$ cat src/sv/line_bresenham_rasterizer_macros.svh
// Assertion macros used by the rasterizer top level.
`ifndef LINE_BRESENHAM_RASTERIZER_MACROS_SVH
`define LINE_BRESENHAM_RASTERIZER_MACROS_SVH

// Consequent must hold in the same cycle as the antecedent.
`define LBR_ASSERT_SAME(label, ante, cons, msg) \
  label: assert property (@(posedge clk) disable iff (rst) (ante) |-> (cons)) \
    else $error(msg);

// Consequent must hold in the cycle after the antecedent.
`define LBR_ASSERT_NEXT(label, ante, cons, msg) \
  label: assert property (@(posedge clk) disable iff (rst) (ante) |=> (cons)) \
    else $error(msg);

`endif

$ cat src/sv/lbr_pkg.sv
// Shared constants and types for the Bresenham line rasterizer.
`timescale 1ns / 1ps
`default_nettype none

package lbr_pkg;

  localparam int COORD_BITS  = 6;
  // error term spans roughly -2*major .. 2*minor
  localparam int ERR_BITS    = COORD_BITS + 2;
  localparam int QUEUE_DEPTH = 2;
  localparam int QPTR_BITS   = (QUEUE_DEPTH > 1) ? $clog2(QUEUE_DEPTH) : 1;
  localparam int QCNT_BITS   = $clog2(QUEUE_DEPTH + 1);

  typedef logic [COORD_BITS-1:0]      coord_t;
  typedef logic signed [ERR_BITS-1:0] err_t;

  // one classified line command
  typedef struct packed {
    coord_t x0;
    coord_t y0;
    logic   sx_neg;
    logic   sy_neg;
    logic   y_major;
    coord_t major;
    err_t   err0;
    err_t   err_inc;  // 2*minor
    err_t   err_dec;  // 2*minor - 2*major
  } cmd_t;

  // back end to queue handshake and status
  typedef struct packed {
    logic pop;
    logic busy;
  } back_ctl_t;

endpackage

`default_nettype wire

$ cat src/sv/line_bresenham_rasterizer.sv
// Top level of the Bresenham line rasterizer: front end, command queue, back end.
//
//   channel  | handshake            | payload
//   ---------+----------------------+---------------------------------
//   in       | in_valid / in_ready  | x_start, y_start, x_end, y_end
//   out      | out_valid / out_ready| pixel_x, pixel_y, is_last
//
// A line of major extent N emits N+1 pixels, one per cycle from the back-end
// stepper while out_ready lets it, after the stepper loads the command.
// Commands are accepted into a two-entry queue whenever it has room, so the
// front keeps taking beats while the back end draws or waits on out_ready.
// Reset (rst, synchronous) empties the queue and drops any line in progress.
// When out_ready is low the held pixel stays put and the stepper pauses.
`timescale 1ns / 1ps
`default_nettype none
`include "line_bresenham_rasterizer_macros.svh"

module line_bresenham_rasterizer (
  input  wire                  clk,
  input  wire                  rst,
  input  wire                  in_valid,
  output logic                 in_ready,
  input  wire lbr_pkg::coord_t x_start,
  input  wire lbr_pkg::coord_t y_start,
  input  wire lbr_pkg::coord_t x_end,
  input  wire lbr_pkg::coord_t y_end,
  output logic                 out_valid,
  input  wire                  out_ready,
  output lbr_pkg::coord_t      pixel_x,
  output lbr_pkg::coord_t      pixel_y,
  output logic                 is_last
);
  import lbr_pkg::*;

  cmd_t      front_cmd;
  cmd_t      q_head;
  logic      q_valid;
  logic      push;
  back_ctl_t back_ctl;

  assign push = in_valid && in_ready;

  lbr_front u_front (
    .x_start (x_start),
    .y_start (y_start),
    .x_end   (x_end),
    .y_end   (y_end),
    .cmd     (front_cmd)
  );

  lbr_queue u_queue (
    .clk       (clk),
    .rst       (rst),
    .push      (push),
    .push_cmd  (front_cmd),
    .not_full  (in_ready),
    .pop       (back_ctl.pop),
    .not_empty (q_valid),
    .head      (q_head)
  );

  lbr_back u_back (
    .clk       (clk),
    .rst       (rst),
    .q_valid   (q_valid),
    .q_cmd     (q_head),
    .ctl       (back_ctl),
    .out_valid (out_valid),
    .out_ready (out_ready),
    .pixel_x   (pixel_x),
    .pixel_y   (pixel_y),
    .is_last   (is_last)
  );

  `LBR_ASSERT_SAME(a_pop_only_idle, back_ctl.pop, q_valid && !back_ctl.busy, "pop while busy or empty")
  `LBR_ASSERT_NEXT(a_pop_starts_line, back_ctl.pop, back_ctl.busy, "line not started after pop")
  `LBR_ASSERT_NEXT(a_push_fills, push, q_valid, "queue empty after push")

endmodule

`default_nettype wire

$ cat src/sv/lbr_front.sv
// Front end: turns a line command into step directions, major axis and error terms.
`timescale 1ns / 1ps
`default_nettype none

module lbr_front (
  input  wire lbr_pkg::coord_t x_start,
  input  wire lbr_pkg::coord_t y_start,
  input  wire lbr_pkg::coord_t x_end,
  input  wire lbr_pkg::coord_t y_end,
  output lbr_pkg::cmd_t        cmd
);
  import lbr_pkg::*;

  logic [COORD_BITS:0] ddx;
  logic [COORD_BITS:0] ddy;
  logic [COORD_BITS:0] ndx;
  logic [COORD_BITS:0] ndy;
  coord_t              adx;
  coord_t              ady;
  logic                y_major;
  coord_t              major;
  coord_t              minor;
  err_t                two_minor;
  err_t                two_major;

  assign ddx = {1'b0, x_end} - {1'b0, x_start};
  assign ddy = {1'b0, y_end} - {1'b0, y_start};
  assign ndx = -ddx;
  assign ndy = -ddy;
  assign adx = ddx[COORD_BITS] ? ndx[COORD_BITS-1:0] : ddx[COORD_BITS-1:0];
  assign ady = ddy[COORD_BITS] ? ndy[COORD_BITS-1:0] : ddy[COORD_BITS-1:0];

  // ties go to the x axis
  assign y_major = ady > adx;
  assign major   = y_major ? ady : adx;
  assign minor   = y_major ? adx : ady;

  assign two_minor = {1'b0, minor, 1'b0};
  assign two_major = {1'b0, major, 1'b0};

  always_comb begin
    cmd.x0      = x_start;
    cmd.y0      = y_start;
    cmd.sx_neg  = ddx[COORD_BITS];
    cmd.sy_neg  = ddy[COORD_BITS];
    cmd.y_major = y_major;
    cmd.major   = major;
    cmd.err0    = two_minor - {2'b00, major};
    cmd.err_inc = two_minor;
    cmd.err_dec = two_minor - two_major;
  end

endmodule

`default_nettype wire

$ cat src/sv/lbr_queue.sv
// Short command queue between front and back end.
`timescale 1ns / 1ps
`default_nettype none

module lbr_queue (
  input  wire                clk,
  input  wire                rst,
  input  wire                push,
  input  wire lbr_pkg::cmd_t push_cmd,
  output logic               not_full,
  input  wire                pop,
  output logic               not_empty,
  output lbr_pkg::cmd_t      head
);
  import lbr_pkg::*;

  cmd_t                 slots [QUEUE_DEPTH];
  logic [QPTR_BITS-1:0] wr_ptr;
  logic [QPTR_BITS-1:0] rd_ptr;
  logic [QCNT_BITS-1:0] count;

  assign not_full  = count != QCNT_BITS'(QUEUE_DEPTH);
  assign not_empty = count != '0;
  assign head      = slots[rd_ptr];

  function automatic logic [QPTR_BITS-1:0] ptr_inc(input logic [QPTR_BITS-1:0] p);
    ptr_inc = (p == QPTR_BITS'(QUEUE_DEPTH - 1)) ? '0 : p + 1'b1;
  endfunction

  always_ff @(posedge clk) begin
    if (rst) begin
      wr_ptr <= '0;
      rd_ptr <= '0;
      count  <= '0;
    end else begin
      if (push) wr_ptr <= ptr_inc(wr_ptr);
      if (pop)  rd_ptr <= ptr_inc(rd_ptr);
      if (push && !pop)      count <= count + 1'b1;
      else if (pop && !push) count <= count - 1'b1;
    end
  end

  always_ff @(posedge clk) begin
    if (push) slots[wr_ptr] <= push_cmd;
  end

endmodule

`default_nettype wire

$ cat src/sv/lbr_back.sv
// Back end: walks one line a pixel per cycle into an output register, pausing while a held pixel waits on out_ready.
`timescale 1ns / 1ps
`default_nettype none

module lbr_back (
  input  wire                  clk,
  input  wire                  rst,
  input  wire                  q_valid,
  input  wire lbr_pkg::cmd_t   q_cmd,
  output lbr_pkg::back_ctl_t   ctl,
  output logic                 out_valid,
  input  wire                  out_ready,
  output lbr_pkg::coord_t      pixel_x,
  output lbr_pkg::coord_t      pixel_y,
  output logic                 is_last
);
  import lbr_pkg::*;

  logic   active;
  coord_t cur_x;
  coord_t cur_y;
  coord_t remaining;
  err_t   err;
  err_t   err_inc;
  err_t   err_dec;
  logic   sx_neg;
  logic   sy_neg;
  logic   y_major;

  logic   load;
  logic   emit;
  logic   step_minor;
  coord_t x_step;
  coord_t y_step;

  assign load       = !active && q_valid;
  assign emit       = active && (!out_valid || out_ready);
  assign step_minor = err > 0;
  assign x_step     = sx_neg ? cur_x - 1'b1 : cur_x + 1'b1;
  assign y_step     = sy_neg ? cur_y - 1'b1 : cur_y + 1'b1;

  assign ctl.pop  = load;
  assign ctl.busy = active;

  always_ff @(posedge clk) begin
    if (rst) begin
      active    <= 1'b0;
      out_valid <= 1'b0;
    end else begin
      if (load) begin
        active <= 1'b1;
      end else if (emit && remaining == '0) begin
        active <= 1'b0;
      end
      // a new pixel refills the register, else a taken beat empties it
      if (emit) begin
        out_valid <= 1'b1;
      end else if (out_valid && out_ready) begin
        out_valid <= 1'b0;
      end
    end
  end

  always_ff @(posedge clk) begin
    if (load) begin
      cur_x     <= q_cmd.x0;
      cur_y     <= q_cmd.y0;
      remaining <= q_cmd.major;
      err       <= q_cmd.err0;
      err_inc   <= q_cmd.err_inc;
      err_dec   <= q_cmd.err_dec;
      sx_neg    <= q_cmd.sx_neg;
      sy_neg    <= q_cmd.sy_neg;
      y_major   <= q_cmd.y_major;
    end else if (emit) begin
      pixel_x   <= cur_x;
      pixel_y   <= cur_y;
      is_last   <= remaining == '0;
      remaining <= remaining - 1'b1;
      err       <= step_minor ? err + err_dec : err + err_inc;
      if (y_major) begin
        cur_y <= y_step;
        if (step_minor) cur_x <= x_step;
      end else begin
        cur_x <= x_step;
        if (step_minor) cur_y <= y_step;
      end
    end
  end

endmodule

`default_nettype wire
$ cat config.mk
export PLATFORM = sky130hd
export DESIGN_NAME = line_bresenham_rasterizer
export DESIGN_NICKNAME = d
export VERILOG_FILES = /design/src/sv/lbr_pkg.sv /design/src/sv/line_bresenham_rasterizer.sv /design/src/sv/lbr_front.sv /design/src/sv/lbr_queue.sv /design/src/sv/lbr_back.sv
export VERILOG_INCLUDE_DIRS = /design/src /design/src/sv
export SDC_FILE = /design/constraint.sdc
export NUM_CORES = 1
export LEC_CHECK = 0
export BUFFER_PORTS_ARGS = -buffer_cell sky130_fd_sc_hd__buf_4
export CAP_MARGIN = 30
export CORE_MARGIN = 4
export CORE_UTILIZATION = 50
export DETAILED_ROUTE_END_ITERATION = 8
export GPL_TIMING_DRIVEN = 0
export MAX_ROUTING_LAYER = met4
export PLACE_DENSITY = 0.71
export SYNTH_ARGS = -nofsm -noshare
export SYNTH_HDL_FRONTEND = slang
export SYNTH_HIERARCHICAL = 1
export SYNTH_SLANG_ARGS = --single-unit
export TNS_END_PERCENT = 30
$ cat constraint.sdc
create_clock -name clk -period 11 [get_ports clk]
set_input_delay 2.2 -clock clk [delete_from_list [all_inputs] [get_ports clk]]
set_output_delay 2.2 -clock clk [all_outputs]
set_load 0.1 [all_outputs]
Word level (Yosys, flattened, before mapping)
Memories as Yosys holds them, arrays and structs flattened. A register that Yosys moved wholly into a read port is not among the register bits.
Cells that the tools add are included.
{"block": "op_classes", "add_sub_neg": 17, "magnitude_cmp": 2, "eq_ne": 2, "n_mux": 31, "bitwise_logic": 1, "reduce_logical": 22}
{"operator": "6-bit two-way mux", "n": 16}
{"operator": "8-bit two-way mux", "n": 3}
{"operator": "6-bit by 1-bit subtractor with 6-bit output (second input constant)", "n": 3}
{"operator": "8-bit adder", "n": 2}
{"operator": "6-bit by 6-bit subtractor with 7-bit output", "n": 2}
{"operator": "6-bit by 1-bit adder with 6-bit output (second input constant)", "n": 2}
{"operator": "6-bit negation", "n": 2}
{"operator": "1-bit two-way mux", "n": 10}
{"operator": "2-bit nonzero test", "n": 5}
{"operator": "8-bit by 1-bit greater-than comparator with 1-bit output (second input constant)", "n": 1}
{"operator": "7-bit by 6-bit subtractor with 8-bit output", "n": 1}
{"operator": "7-bit by 7-bit subtractor with 8-bit output", "n": 1}
{"operator": "1-bit logical AND", "n": 7}
{"operator": "6-bit greater-than comparator", "n": 1}
{"operator": "6-bit zero test", "n": 1}
{"operator": "2-bit AND reduction", "n": 3}
{"operator": "1-bit zero test", "n": 4}
{"operator": "2-bit two-way mux", "n": 2}
{"operator": "3-bit != test (second input constant)", "n": 1}
{"operator": "3-bit nonzero test", "n": 1}
{"operator": "1-bit adder (second input constant)", "n": 2}
{"operator": "2-bit by 1-bit adder with 2-bit output (second input constant)", "n": 1}
{"operator": "2-bit != test (second input constant)", "n": 1}
{"operator": "2-bit by 1-bit subtractor with 2-bit output (second input constant)", "n": 1}
{"operator": "other kinds (2)", "n": 2}
{"block": "totals", "regBits": 64, "ram_bits": 86, "input_bits": 28, "out_inout_bits": 15, "wordCells": 93, "memories": 1}
{"memory": "u_queue.slots", "words": 2, "word_bits": 43, "read_ports": 1, "rd_ports_with_merged_regs": 1, "wr": 1, "line_no": "lbr_queue.sv:17", "source": "cmd_t slots [QUEUE_DEPTH];"}

Longest topological paths before layout
{"block": "logic_depth", "ltp_word": 6, "ltp_mapped": 25}

By module
The synthesis kept the hierarchy.
{"mod": "lbr_queue", "n_inst": 1, "cells_each": 162, "area_per_inst_um2": 3467.1, "seq_area_each_um2": 2802.7}
{"mod": "lbr_back", "n_inst": 1, "cells_each": 245, "area_per_inst_um2": 3035.4, "seq_area_each_um2": 1781.7}
{"mod": "lbr_front", "n_inst": 1, "cells_each": 285, "area_per_inst_um2": 2064.5, "seq_area_each_um2": 0.0}
{"mod": "line_bresenham_rasterizer", "n_inst": 1, "cells_each": 1, "area_per_inst_um2": 6.3, "seq_area_each_um2": 0.0}

Least setup slack after synthesis
No wires, ideal clock.
{"block": "synth_timing", "path_type": "in2reg", "startpoint": "input y_end[0]", "endpoint": "memory u_queue/slots[0][21] (netlist name) (data pin)", "setup_time_ns": 0.263, "arrival_ns": 6.705, "required_time_ns": 10.737, "path_slack_ns": 4.032, "stages": 23, "cell_sequence": "inv_1 -> ha_1 -> fa_1 -> xor2_1 -> and3_2 -> o2111ai_1 -> mux2_1 -> nand2_1 -> nand3_1 -> nand2_1 -> inv_1 -> ha_1 -> and4_1 -> and3_1 -> a31o_2 -> buf_6 -> buf_6 -> mux2_4 -> ha_1 -> or4_1 -> o311a_1 -> nand3_1 -> nor3_1"}
{"block": "synth_via", "elab_chain_len": 6, "elab_cells_between_ends": 7, "classes_between": "add/sub (3); order compare (1); mux (3)"}
{"item": "start, declared", "line_no": "line_bresenham_rasterizer.sv:26", "source": "input wire lbr_pkg::coord_t y_end,"}
{"item": "6-bit by 6-bit subtractor with 7-bit output (*)", "line_no": "lbr_front.sv:27", "source": "assign ddy = {1'b0, y_end} - {1'b0, y_start};"}
{"item": "6-bit negation", "line_no": "lbr_front.sv:29", "source": "assign ndy = -ddy;"}
{"item": "6-bit two-way mux (*)", "line_no": "lbr_front.sv:31", "source": "assign ady = ddy[COORD_BITS] ? ndy[COORD_BITS-1:0] : ddy[COORD_BITS-1:0];"}
{"item": "6-bit greater-than comparator", "line_no": "lbr_front.sv:34", "source": "assign y_major = ady > adx;"}
{"item": "6-bit two-way mux, on equally long branches", "line_no": "lbr_front.sv:36, lbr_front.sv:35"}
{"item": "7-bit by 6-bit subtractor with 8-bit output (*)", "line_no": "lbr_front.sv:48", "source": "cmd.err0 = two_minor - {2'b00, major};"}
{"item": "end, declared", "line_no": "lbr_queue.sv:17"}
Mark *: on every way between the ends. The rest lies on a longest branch, timed or not.

Worst setup path in the final report
{"block": "layout_timing", "startpoint": "input y_start[0]", "endpoint": "memory u_queue/slots[1][22] (netlist name) (data pin)"}
{"block": "layout_via", "elab_chain_len": 5}
{"item": "start, declared", "line_no": "line_bresenham_rasterizer.sv:24", "source": "input wire lbr_pkg::coord_t y_start,"}
{"item": "6-bit by 6-bit subtractor with 7-bit output (*)", "line_no": "lbr_front.sv:27"}
{"item": "6-bit negation", "line_no": "lbr_front.sv:29"}
{"item": "6-bit two-way mux (*)", "line_no": "lbr_front.sv:31"}
{"item": "6-bit greater-than comparator (*)", "line_no": "lbr_front.sv:34"}
{"item": "via u_front.y_major", "line_no": "lbr_front.sv:20", "source": "logic y_major;"}
{"item": "6-bit two-way mux (*)", "line_no": "lbr_front.sv:35", "source": "assign major = y_major ? ady : adx;"}
Mark *: on every way through the listed nets, which the timed path passes. The rest lies on a longest branch.

==> impl_metrics.toml <==
[run_status]
status = "finished, final reports clean"

[global_routing]
grt_first_pass_wirelength_um = 28400
grt_max_degree = 35
grt_antenna_before_repair = 0
grt_pass1_vias = 5496
grt-ovfl-total = 0
track_usage = 0.188

[setup_path]
worstSetupPathType = "in2reg"
r2r-start = "u_back/err[2]"
end_kind = "flop"
startpoint_type = "input port"
worstSetupStartpoint = "y_start[0]"
worstPathArrival_ns = 7.70
crit_top_cell = "ha_1"
crit_path_top_delay_cell = "fa_1"
critPathRequiredTime_ns = 11.22
crit_fanout = 10
max_stage_delay_ns = 0.44

[layout]
finalCoreUtilization = 0.587
fin_nets = 833
multi_input_area_um2 = 3560
seq_area_um2 = 4580
fillers = 1325
num_antenna_cells = 0
drive_gt1_frac = 0.194
fin_cells = 990
area_delta_synth_final_pct = 14.4

[power]
p_seq_frac = 0.342
switching_power_w = 0.00132
p_int_w = 0.00197
clkPwrFrac = 0.171
cellLeakagePower_nw = 3.88
ir_drop_mv = 0.192
power.share.switching = 0.401
pwr-share-comb = 0.487
p_per_area_nw_per_um2 = 336

[clock_tree]
cts_made_buffers = 17
ctsLongestPathBuffers = 2
ctsRootBufferMaster = "clkbuf_16"
cts.reportedPaths.clkPinSlew_ns = 0.06
cts_tree = "built"
hold_buffers = 0
h-tree-depth = 4
cts_setup_buffers = 0
worstSkewPairLatency_ns = 0.42
cts_sinks = 155
cts_resized = 0

[drt]
first_pass_iters = 5
routedWlPerCell_um = 17.4
drc = 0
drtAntennaViolNets = 0
vias_per_cell = 5.58
dr.first_iter.drc_count = 399
totalWireLength_um = 17300
vias = 5528

[placement]
gp_congestion = 0.887
dp.cells = 958
hpwl_um = 12800
portBuffers = 42
place_worst_setup_slack_ns = 3.15

[die]
dieArea_um2 = 19300
ioPinCount = 43
die_w_um = 139
row_count = 47
coreArea_um2 = 16700
die_h_um = 139
start_util = 0.513

[timing]
holdWs_ns = 0.469
hold_viol_final = 0
drv_slew = 0
setup_viol = 0
rsz0062_at_grt = "false"
fin_setup_tns_ns = 0
setup_slack_ns = 3.52
period_share = 0.680
fmax_ghz = 0.134
tightest_slew_ns = 0.910
finClkSkew_ns = 0.00679
period_minus_slack_ns = 7.48
relSlewSlack = 0.387

[synthesis]
netlist_instances = 692
yosysWarnings = 6
netlist_area_um2 = 8570
avgSynthCellArea_um2 = 12.4

[job]
maxCapViolations = 0

[worst_hold_path]
hold_start = "u_back/cur_y[2]"
min-delay-path-class = "reg2reg"
## worst paths after layout
path | to | slack, ns | cells after the start
max | u_queue/slots[1][22] | 3.52 | 25
min | u_back/pixel_y[2] | 0.47 | 0
max reg2reg | u_back/err[6] | 7.53 | 11
min reg2reg | u_back/pixel_y[2] | 0.47 | 0
## registers in the layout, summed over array words and instances, names as in the netlist, named ones only
name,flops
u_back/pixel_y,6
u_back/is_last,1
u_back/cur_y,6
u_back/err,8
u_back/sx_neg,1
u_back/cur_x,6
u_queue/rd_ptr,1
u_back/out_valid,1
u_back/sy_neg,1
u_back/active,1
u_queue/count,2
u_back/err_inc,8
u_back/err_dec,8
u_queue/slots,90
u_queue/wr_ptr,1
u_back/pixel_x,6
u_back/remaining,6
u_back/y_major,1
## stage by stage
step	total power [W]	cell area, um^2
after floorplan	0.00232	8570
after global placement	0.00265	9160
after detailed placement	0.00272	9220
after CTS	0.00329	9800
after global routing	0.00351	9800
final	0.00329	9800
## layout by cell type (no fill, tap or decap), types with 5 or more instances in the layout
master,count
edfxtp_1,148
buf_4,60
inv_1,50
mux2_1,47
ha_1,43
nor2_1,42
a21oi_1,41
nand2_1,29
o21ai_0,21
nor3_1,20
xnor2_1,18
clkbuf_16,17
nand3_1,16
xor2_1,13
a21o_1,12
mux2_2,8
dfxtp_1,7
inv_6,6
nor2b_1,6
buf_6,6
nand2b_1,5
o21a_1,5
a211oi_1,5
fa_1,5
and3_1,5
## critical path: cells and delay by family
family | cells | cell delay (ns)
buffers and inverters | 5 | 0.66
muxes | 1 | 0.35
AOI/OAI and AO/OA | 5 | 1.36
xor gates and xnor gates | 2 | 0.64
and+or+nand+nor | 8 | 1.28
adders and majority gates | 4 | 1.21
## routing by layer
metal / up-vias / GRT usage / wire (um)
met5: - / - / 0
met4: 0 / 0.0479 / 206
met3: 20 / 0.0345 / 660
met2: 140 / 0.305 / 8570
met1: 2663 / 0.248 / 7840
li1: 2705 / - / -
## cell type report
type                       count  area share
buffer                        33      0.0248
multi-input combinational    454       0.363
sequential                   155       0.468
clock inverter                15      0.0156
timing repair buffer          44      0.0370
inverter                      52      0.0199
tap                          220      0.0281
clock buffer                  17      0.0434
## power groups by stage
stage               clock (W)  sequential (W)  combinational, W
finish               0.000561         0.00112           0.00160
CTS                  0.000568         0.00113           0.00160
floorplan                   0         0.00123           0.00109
global route         0.000602         0.00115           0.00176
detailed placement          0         0.00114           0.00158
global placement            0         0.00113           0.00152
Power figures use the tool's default switching activity.
